**src/rtl/core/cts_pkg.sv**
```systemverilog
// package: constants and types for the capacity trimmed sorted store
`default_nettype none
package cts_pkg;
  localparam int unsigned SizeW = 40;
  localparam int unsigned TimeW = 40;
  localparam int unsigned SumW = 46;
  localparam int unsigned CntW = 6;
  localparam int unsigned DefDepth = 16;
  localparam logic [SumW-1:0] CapReset = 46'd34359738368;

  typedef enum logic {
    OP_INSERT = 1'b0,
    OP_TRIM   = 1'b1
  } op_e;

  typedef enum logic [1:0] {
    KIND_INSERTED = 2'd0,
    KIND_REJECTED = 2'd1,
    KIND_EVICTED  = 2'd2,
    KIND_DONE     = 2'd3
  } kind_e;

  typedef struct packed {
    op_e              op;
    logic [SizeW-1:0] size;
    logic [TimeW-1:0] tstamp;
  } cmd_t;

  typedef struct packed {
    kind_e            kind;
    logic [SizeW-1:0] size;
    logic [TimeW-1:0] tstamp;
    logic [SumW-1:0]  sum;
    logic [CntW-1:0]  entries;
    logic             last;
  } res_t;

  typedef enum logic [2:0] {
    ST_IDLE,
    ST_INS_SCAN,
    ST_TRIM_CHECK,
    ST_TRIM_SCAN,
    ST_TRIM_SHIFT,
    ST_EMIT
  } state_e;
endpackage
`default_nettype wire

```
**src/rtl/core/cts_fifo.sv**
```systemverilog
// small queue used between front, engine and result port
`default_nettype none
module cts_fifo #(
  parameter int unsigned Width = 8,
  parameter int unsigned Depth = 2
) (
  input  wire logic             clk_i,
  input  wire logic             rst_ni,
  input  wire logic             wr_i,
  input  wire logic [Width-1:0] wdata_i,
  output logic                  full_o,
  input  wire logic             rd_i,
  output logic [Width-1:0]      rdata_o,
  output logic                  empty_o
);
  localparam int unsigned AW = (Depth > 1) ? $clog2(Depth) : 1;
  logic [Width-1:0] mem_q [Depth];
  logic [AW-1:0] wp_q, rp_q;
  logic [AW:0] cnt_q;
  logic do_wr, do_rd;

  assign full_o = (cnt_q == (AW+1)'(Depth));
  assign empty_o = (cnt_q == '0);
  assign rdata_o = mem_q[rp_q];
  assign do_wr = wr_i && !full_o;
  assign do_rd = rd_i && !empty_o;

  always_ff @(posedge clk_i) begin
    if (do_wr) mem_q[wp_q] <= wdata_i;
  end

  always_ff @(posedge clk_i or negedge rst_ni) begin
    if (!rst_ni) begin
      wp_q <= '0;
      rp_q <= '0;
      cnt_q <= '0;
    end else begin
      if (do_wr) wp_q <= (wp_q == AW'(Depth-1)) ? '0 : wp_q + 1'b1;
      if (do_rd) rp_q <= (rp_q == AW'(Depth-1)) ? '0 : rp_q + 1'b1;
      if (do_wr && !do_rd) cnt_q <= cnt_q + 1'b1;
      else if (do_rd && !do_wr) cnt_q <= cnt_q - 1'b1;
    end
  end
endmodule
`default_nettype wire

```
**src/rtl/core/cts_engine.sv**
```systemverilog
// back part: table, running total, insert and trim sequencer
`default_nettype none
module cts_engine
  import cts_pkg::*;
#(
  parameter int unsigned Depth = DefDepth
) (
  input  wire logic            clk_i,
  input  wire logic            rst_ni,
  input  wire logic [SumW-1:0] cap_i,
  input  wire logic            cmd_valid_i,
  input  wire cmd_t            cmd_i,
  output logic                 cmd_take_o,
  output logic                 res_valid_o,
  output res_t                 res_o,
  input  wire logic            res_full_i
);
  localparam int unsigned IW = $clog2(Depth);
  localparam int unsigned CW = $clog2(Depth + 1);

  state_e state_q, state_d;
  logic [SizeW-1:0] size_q [Depth];
  logic [TimeW-1:0] time_q [Depth];
  logic [CW-1:0] cnt_q, cnt_d;
  logic [SumW-1:0] sum_q, sum_d;
  logic [CW-1:0] idx_q, idx_d;
  logic [IW-1:0] best_q, best_d;
  cmd_t cmd_q, cmd_d;
  res_t res_q, res_d;

  logic ins_done;
  logic [IW-1:0] idx_s;
  logic [CW-1:0] pos;
  logic do_ins, do_shift;

  assign idx_s = idx_q[IW-1:0];
  assign res_valid_o = (state_q == ST_EMIT);
  assign res_o = res_q;
  assign cmd_take_o = (state_q == ST_IDLE) && cmd_valid_i;

  // insert position found when scan reaches count or a time not smaller
  assign ins_done = (idx_q >= cnt_q) || !(time_q[idx_s] < cmd_q.tstamp);

  always_comb begin
    state_d = state_q;
    cnt_d = cnt_q;
    sum_d = sum_q;
    idx_d = idx_q;
    best_d = best_q;
    cmd_d = cmd_q;
    res_d = res_q;
    pos = idx_q;
    do_ins = 1'b0;
    do_shift = 1'b0;
    unique case (state_q)
      ST_IDLE: begin
        if (cmd_valid_i) begin
          cmd_d = cmd_i;
          if (cmd_i.op == OP_TRIM) begin
            state_d = ST_TRIM_CHECK;
          end else if (cnt_q == CW'(Depth)) begin
            res_d = '{KIND_REJECTED, '0, '0, sum_q, CntW'(cnt_q), 1'b1};
            state_d = ST_EMIT;
          end else begin
            idx_d = CW'(1);
            state_d = ST_INS_SCAN;
          end
        end
      end
      ST_INS_SCAN: begin
        if (cnt_q == '0 || time_q[0] > cmd_q.tstamp) begin
          pos = '0;
          do_ins = 1'b1;
        end else if (ins_done) begin
          pos = idx_q;
          do_ins = 1'b1;
        end else begin
          idx_d = idx_q + 1'b1;
        end
        if (do_ins) begin
          cnt_d = cnt_q + 1'b1;
          sum_d = sum_q + SumW'(cmd_q.size);
          res_d = '{KIND_INSERTED, '0, '0, sum_q + SumW'(cmd_q.size),
                    CntW'(cnt_q + 1'b1), 1'b1};
          state_d = ST_EMIT;
        end
      end
      ST_TRIM_CHECK: begin
        if (sum_q > cap_i && cnt_q != '0) begin
          idx_d = CW'(1);
          best_d = '0;
          state_d = ST_TRIM_SCAN;
        end else begin
          res_d = '{KIND_DONE, '0, '0, sum_q, CntW'(cnt_q), 1'b1};
          state_d = ST_EMIT;
        end
      end
      ST_TRIM_SCAN: begin
        if (idx_q >= cnt_q) begin
          res_d = '{KIND_EVICTED, size_q[best_q], time_q[best_q],
                    sum_q - SumW'(size_q[best_q]), CntW'(cnt_q - 1'b1), 1'b0};
          sum_d = sum_q - SumW'(size_q[best_q]);
          idx_d = CW'(best_q);
          state_d = ST_TRIM_SHIFT;
        end else begin
          if (size_q[idx_s] < size_q[best_q]) best_d = idx_s;
          idx_d = idx_q + 1'b1;
        end
      end
      ST_TRIM_SHIFT: begin
        // close the gap one slot per cycle
        if (idx_q + 1'b1 < cnt_q) begin
          do_shift = 1'b1;
          idx_d = idx_q + 1'b1;
        end else begin
          cnt_d = cnt_q - 1'b1;
          state_d = ST_EMIT;
        end
      end
      ST_EMIT: begin
        if (!res_full_i) begin
          if (res_q.kind == KIND_EVICTED) state_d = ST_TRIM_CHECK;
          else state_d = ST_IDLE;
        end
      end
      default: state_d = ST_IDLE;
    endcase
  end

  always_ff @(posedge clk_i) begin
    for (int i = 0; i < Depth; i++) begin
      if (do_ins) begin
        if (CW'(i) == pos) begin
          size_q[i] <= cmd_q.size;
          time_q[i] <= cmd_q.tstamp;
        end else if (CW'(i) > pos && CW'(i) <= cnt_q && i > 0) begin
          size_q[i] <= size_q[i-1];
          time_q[i] <= time_q[i-1];
        end
      end else if (do_shift && CW'(i) == idx_q && i + 1 < Depth) begin
        size_q[i] <= size_q[i+1];
        time_q[i] <= time_q[i+1];
      end
    end
    cmd_q <= cmd_d;
    res_q <= res_d;
    idx_q <= idx_d;
    best_q <= best_d;
  end

  always_ff @(posedge clk_i or negedge rst_ni) begin
    if (!rst_ni) begin
      state_q <= ST_IDLE;
      cnt_q <= '0;
      sum_q <= '0;
    end else begin
      state_q <= state_d;
      cnt_q <= cnt_d;
      sum_q <= sum_d;
    end
  end
endmodule
`default_nettype wire

```
**src/rtl/core/capacity_trim_sorted_store.sv**
```systemverilog
// top level: command queue, table engine and result queue
//   channel  | direction | handshake    | fields
//   command  | in        | push / full  | opcode, item_size, item_time
//   result   | out       | pop / empty  | kind, out_size, out_time, sum_now, entries_now, last
//   capacity | in        | cfg_we_i     | cfg_wdata_i
// an insert scans the stored times one slot per cycle to find its place
// each eviction runs a check, a size scan, a shift and an emit
// reset clears count, total and queues; capacity returns to its reset value
// the engine stalls only when the result queue is full
`default_nettype none
module capacity_trim_sorted_store
  import cts_pkg::*;
#(
  parameter int unsigned TableDepth = DefDepth
) (
  input  wire logic             clk_i,
  input  wire logic             rst_ni,
  input  wire logic             push,
  output logic                  full,
  input  wire logic             opcode_i,
  input  wire logic [SizeW-1:0] item_size_i,
  input  wire logic [TimeW-1:0] item_time_i,
  output logic                  empty,
  input  wire logic             pop,
  output logic [1:0]            kind_o,
  output logic [SizeW-1:0]      out_size_o,
  output logic [TimeW-1:0]      out_time_o,
  output logic [SumW-1:0]       sum_now_o,
  output logic [CntW-1:0]       entries_now_o,
  output logic                  last_o,
  input  wire logic             cfg_we_i,
  input  wire logic [SumW-1:0]  cfg_wdata_i
);
  logic [SumW-1:0] cap_q;
  cmd_t cmd_in, cmd_out;
  logic cmd_empty, cmd_take, res_valid, res_full;
  res_t res_eng, res_out;

  always_ff @(posedge clk_i or negedge rst_ni) begin
    if (!rst_ni) cap_q <= CapReset;
    else if (cfg_we_i) cap_q <= cfg_wdata_i;
  end

  assign cmd_in = '{op_e'(opcode_i), item_size_i, item_time_i};

  cts_fifo #(.Width($bits(cmd_t)), .Depth(2)) u_cmd_q (
    .clk_i, .rst_ni,
    .wr_i(push), .wdata_i(cmd_in), .full_o(full),
    .rd_i(cmd_take), .rdata_o(cmd_out), .empty_o(cmd_empty)
  );

  cts_engine #(.Depth(TableDepth)) u_engine (
    .clk_i, .rst_ni,
    .cap_i(cap_q),
    .cmd_valid_i(!cmd_empty), .cmd_i(cmd_out), .cmd_take_o(cmd_take),
    .res_valid_o(res_valid), .res_o(res_eng), .res_full_i(res_full)
  );

  cts_fifo #(.Width($bits(res_t)), .Depth(2)) u_res_q (
    .clk_i, .rst_ni,
    .wr_i(res_valid), .wdata_i(res_eng), .full_o(res_full),
    .rd_i(pop), .rdata_o(res_out), .empty_o(empty)
  );

  assign kind_o = res_out.kind;
  assign out_size_o = res_out.size;
  assign out_time_o = res_out.tstamp;
  assign sum_now_o = res_out.sum;
  assign entries_now_o = res_out.entries;
  assign last_o = res_out.last;
endmodule
`default_nettype wire

```
**config.mk**
```make
export PLATFORM = sky130hd
export DESIGN_NAME = capacity_trim_sorted_store
export DESIGN_NICKNAME = d
export VERILOG_FILES = /design/src/rtl/core/cts_pkg.sv /design/src/rtl/core/cts_fifo.sv /design/src/rtl/core/cts_engine.sv /design/src/rtl/core/capacity_trim_sorted_store.sv
export SDC_FILE = /design/constraint.sdc
export NUM_CORES = 2
export LEC_CHECK = 0
export BUFFER_PORTS_ARGS = -buffer_cell sky130_fd_sc_hd__buf_2
export CORE_MARGIN = 2
export CORE_UTILIZATION = 60
export DETAILED_ROUTE_END_ITERATION = 8
export GPL_TIMING_DRIVEN = 1
export MAX_ROUTING_LAYER = met4
export PLACE_DENSITY_LB_ADDON = 0.25
export RECOVER_POWER = 50
export SETUP_SLACK_MARGIN = 0.5
export SYNTH_ARGS = -nofsm -noshare
export SYNTH_HDL_FRONTEND = slang
export SYNTH_SLANG_ARGS = --single-unit
```
**constraint.sdc**
```tcl
create_clock -name clk_i -period 18.3 [get_ports clk_i]
set_input_delay 0.915 -clock clk_i [delete_from_list [all_inputs] [get_ports clk_i]]
set_output_delay 0.915 -clock clk_i [all_outputs]
set_load 0.1 [all_outputs]
```
==> results.yml <==
logic_synthesis:
  avgSynthCellArea_um2: 12.3
  synthFlopType: "edfxtp_1"
  synth_warnings: 0
  yosysUniqueCellTypes: 79
  yosys.area.top_type: "edfxtp_1"
  synth_top_family_by_area: "multiplexers"
  netlist_area_mm2: 0.120
  synth.area.mux_share_pct: 25.1
  synth-adder-area-share_pct: 2.84
  async_flop_share_pct: 5.26
  synth_edf_count: 1936
  yosys.area.top_type_share_pct: 48.4
  synthXorXnorAreaFrac_pct: 0.780
  syn-num-nets: 10100
  synthCells: 9743
  synth-seq-area-share_pct: 50.8
  ys_seq_elements: 2052
  synth_compound_area_share_pct: 8.61
  synth_area_leaders: "edfxtp_1 (48%), mux4_2 (15%), mux2i_1 (6.9%), nand2_1 (5.4%), o21ai_0 (3.6%)"
  synth-simple-area-share_pct: 8.48
grt:
  grt_overflow: 0
  grt_pass1_vias: 87500
  grt_use_total_pct: 39.6
  grt_pass1_wl_um: 580000
  antenna_found_initial: 14
  grt_max_degree: 161
routing:
  vias: 89600
  wl_met1_um: 137000
  wl_met3_um: 55300
  met2RoutedLength_um: 178000
  wirelength_um: 396000
  avgViaCountPerCell: 7.20
  dr.max_layer_used: "met4"
  drcViolationCount: 0
  wl_per_cell_um: 31.8
  first_pass_iters: 7
  ant_nets: 0
  first_iter_violations: 15100
timing:
  rsz0062_at_grt: "no"
  slew_headroom_pct: -191
  final-hold-violation-count: 0
  setup_viol: 0
  max_freq_ghz: 0.0748
  tightest_slew_ns: 4.36
  finalMaxSlewViolations: 1492
  min_period_ns: 13.36
  finalCritPeriodShare_pct: 73.0
  skew_ns: 0.0396
  finalSetupTns_ns: 0
layout:
  fillers: 14500
  layout.nets: 9997
  area_growth_pct: 8.11
  register_area_mm2: 0.0610
  final_cells: 12400
  drive_gt1_share_pct: 17.6
  multiInputGateArea_mm2: 0.0554
setup_path:
  worstSetupPathType: "flop to flop"
  cp-end-kind: "flop"
  arrival_ns: 13.96
  crit_chain: "clkbuf_1 -> buf_12 -> mux4_2 -> mux4_2 -> ha_1 -> a21oi_1 -> o21ai_0 -> a221oi_1 -> o211ai_1 -> a2111o_1 -> nand4_1 -> a22o_1 -> buf_4 -> buf_4 -> mux2i_1 -> o21ai_0"
  slowest_delay_ns: 3.16
  required_ns: 18.90
  crit_path_top_delay_cell: "clkbuf_1"
  cp-start-kind: "flop"
  crit_fanout: 106
clock_tree:
  clock_sink_count: 2052
  path_clk_slew_ns: 0.06
  numCtsBuffers: 215
  post_cts_resized: 0
  clock_latency_ns: 0.91
  postCtsSetupRepairBufs: 0
  hold_buffers: 0
  cts_tree: "built"
  clockBufferDepth: 3
  cts-root-buf: "clkbuf_16"
  htreeDepth: 4
outcome:
  violations: "max-capacitance violations, max-slew violations"
  status: "finished with violations"
min_path:
  worstHoldPathType: "primary input to flop"
power:
  irDropWorstVdd_mv: 0.209
  p_per_area_mw_per_mm2: 227
  p_leak_nw: 48.7
floorplanning:
  initial_utilization_pct: 60.3
  ioPinCount: 269
  die_h_um: 451
  fp.dieW_um: 451
  die_area_mm2: 0.204
  rows: 164
  coreArea_mm2: 0.199
job:
  max_cap_violations: 38
placed_design:
  place_inst: 12000
  io_buffers: 268
  gp_congestion: 0.976
  post-dp-hpwl_um: 238000
-- final timing paths --
kind	from	to	slack (ns)	cells after the start
worst max-delay path	flop	u_engine.time_q[10][16]	4.94	16
worst min-delay path	item_size_i[11]	u_cmd_q.mem_q[1][51]	0.20	1
worst max register to register	flop	u_engine.time_q[10][16]	4.94	16
worst min register to register	u_engine.res_o[119]	u_res_q.mem_q[1][119]	0.44	0
max in group asynchronous	rst_ni	u_engine.sum_q[38]	12.85	2
min in group asynchronous	rst_ni	u_engine.sum_q[33]	1.19	1
-- cell usage in the layout (no fill, tap or decap), types with 36 or more instances in the layout --
cell type  count
mux2_1        48
mux4_2       798
xnor2_1       62
a31oi_1      359
o21ai_0      903
nor2_1       502
nand2_1     1732
mux2_2       296
nand3_1       45
nand4_1       39
ha_1         268
clkinv_2      39
buf_2        120
dfrtp_1      107
clkbuf_16    221
nor3_1        43
buf_4        117
edfxtp_1    1936
a21o_1        71
o21ai_1      140
clkinv_1      37
inv_1        165
and2_0        36
mux2i_1      830
a21oi_1      196
clkbuf_1     233
xor2_1        45
-- power breakdown --
part | switching [W] | internal (W)
Clock | 0.00192 | 0.00251
Combinational | 0.00933 | 0.00559
Sequential | 0.00203 | 0.00814
Total | 0.0133 | 0.0162
-- flip-flops by register name, summed over array words and instances, names as in the netlist, named ones only --
register,count
u_cmd_q.cnt_q,2
u_res_q.mem_q,270
u_engine.cmd_q,80
u_res_q.cnt_q,2
u_engine.time_q,640
u_cmd_q.mem_q,162
u_engine.size_q,640
u_engine.cnt_q,5
u_res_q.wp_q,1
u_engine.res_o,135
u_res_q.rp_q,1
u_cmd_q.wp_q,1
u_engine.best_q,4
u_cmd_q.rp_q,1
cap_q,46
u_engine.idx_q,5
u_engine.state_q,3
u_engine.sum_q,46
-- logic make-up after synthesis --
kind of cell	after synthesis
muxes	1972
adders and majority gates	271
buffers and inverters	963
AOI/OAI and AO/OA	1839
DFF	2052
and+or+nand+nor	2539
xor gates and xnor gates	107
-- stage by stage --
step | area [um^2] | utilization [%] | setup WS [ns] | hold WS [ns] | total power [W]
global placement | 123000 | 61.9 | 9.08 | 0.422 | 0.0241
global route | 130000 | 65.1 | 4.39 | 0.183 | 0.0305
floorplan | 120000 | - | 3.75 | 0.421 | 0.0199
CTS | 130000 | 65.4 | 9.12 | 0.0965 | 0.0290
detailed placement | 123000 | 61.9 | 9.13 | 0.429 | 0.0246
finish | 130000 | 65.2 | 4.94 | 0.197 | 0.0295
-- layer usage --
| metal | vias up | global-route usage, % |
|---|---|---|
| met4 | 0 | 21.0 |
| met2 | 7545 | 58.6 |
| met5 | - | - |
| met3 | 1608 | 9.99 |
| li1 | 36800 | - |
| met1 | 43600 | 50.6 |
-- critical path, delay by kind of cell, from the launching register on --
family	cells	cell delay (ns)
buf+inv	4	5.59
fa+ha+maj	1	0.31
compound gates	7	3.70
mux	3	1.39
flops	1	1.60
simple gates	1	0.20
-- layout make-up --
type                       count  area share [%]
sequential                  2052            47.0
multi-input combinational   6728            42.7
clock buffer                 284            4.49
tap                         2656            2.56
timing repair buffer         429            1.89
clock inverter               114           0.874
inverter                     168           0.487
antenna                       14          0.0270
-- synth_stat cells (7+ instances only) --
master / instances
edfxtp_1: 1936
nand2_1: 1735
o21ai_0: 859
mux2i_1: 830
mux4_2: 798
clkbuf_1: 568
nor2_1: 515
a31oi_1: 359
mux2_2: 344
ha_1: 268
a21oi_1: 197
o21ai_1: 191
inv_1: 166
dfrtp_1: 107
buf_1: 78
a21o_1: 72
buf_2: 72
xnor2_1: 62
and2_1: 60
buf_4: 56
xor2_1: 45
nand3_1: 44
nor3_1: 43
nand4_1: 39
o211ai_1: 22
nor2b_1: 19
buf_6: 18
nand2b_1: 18
a211oi_1: 17
and3_1: 12
or2_2: 12
or3_1: 11
o21a_1: 10
o21bai_1: 10
a21boi_0: 9
nor4_1: 9
dfxtp_1: 8
o22ai_1: 8
o2111ai_1: 7
o31ai_1: 7
No activity file was read; power rests on OpenSTA's default activity.
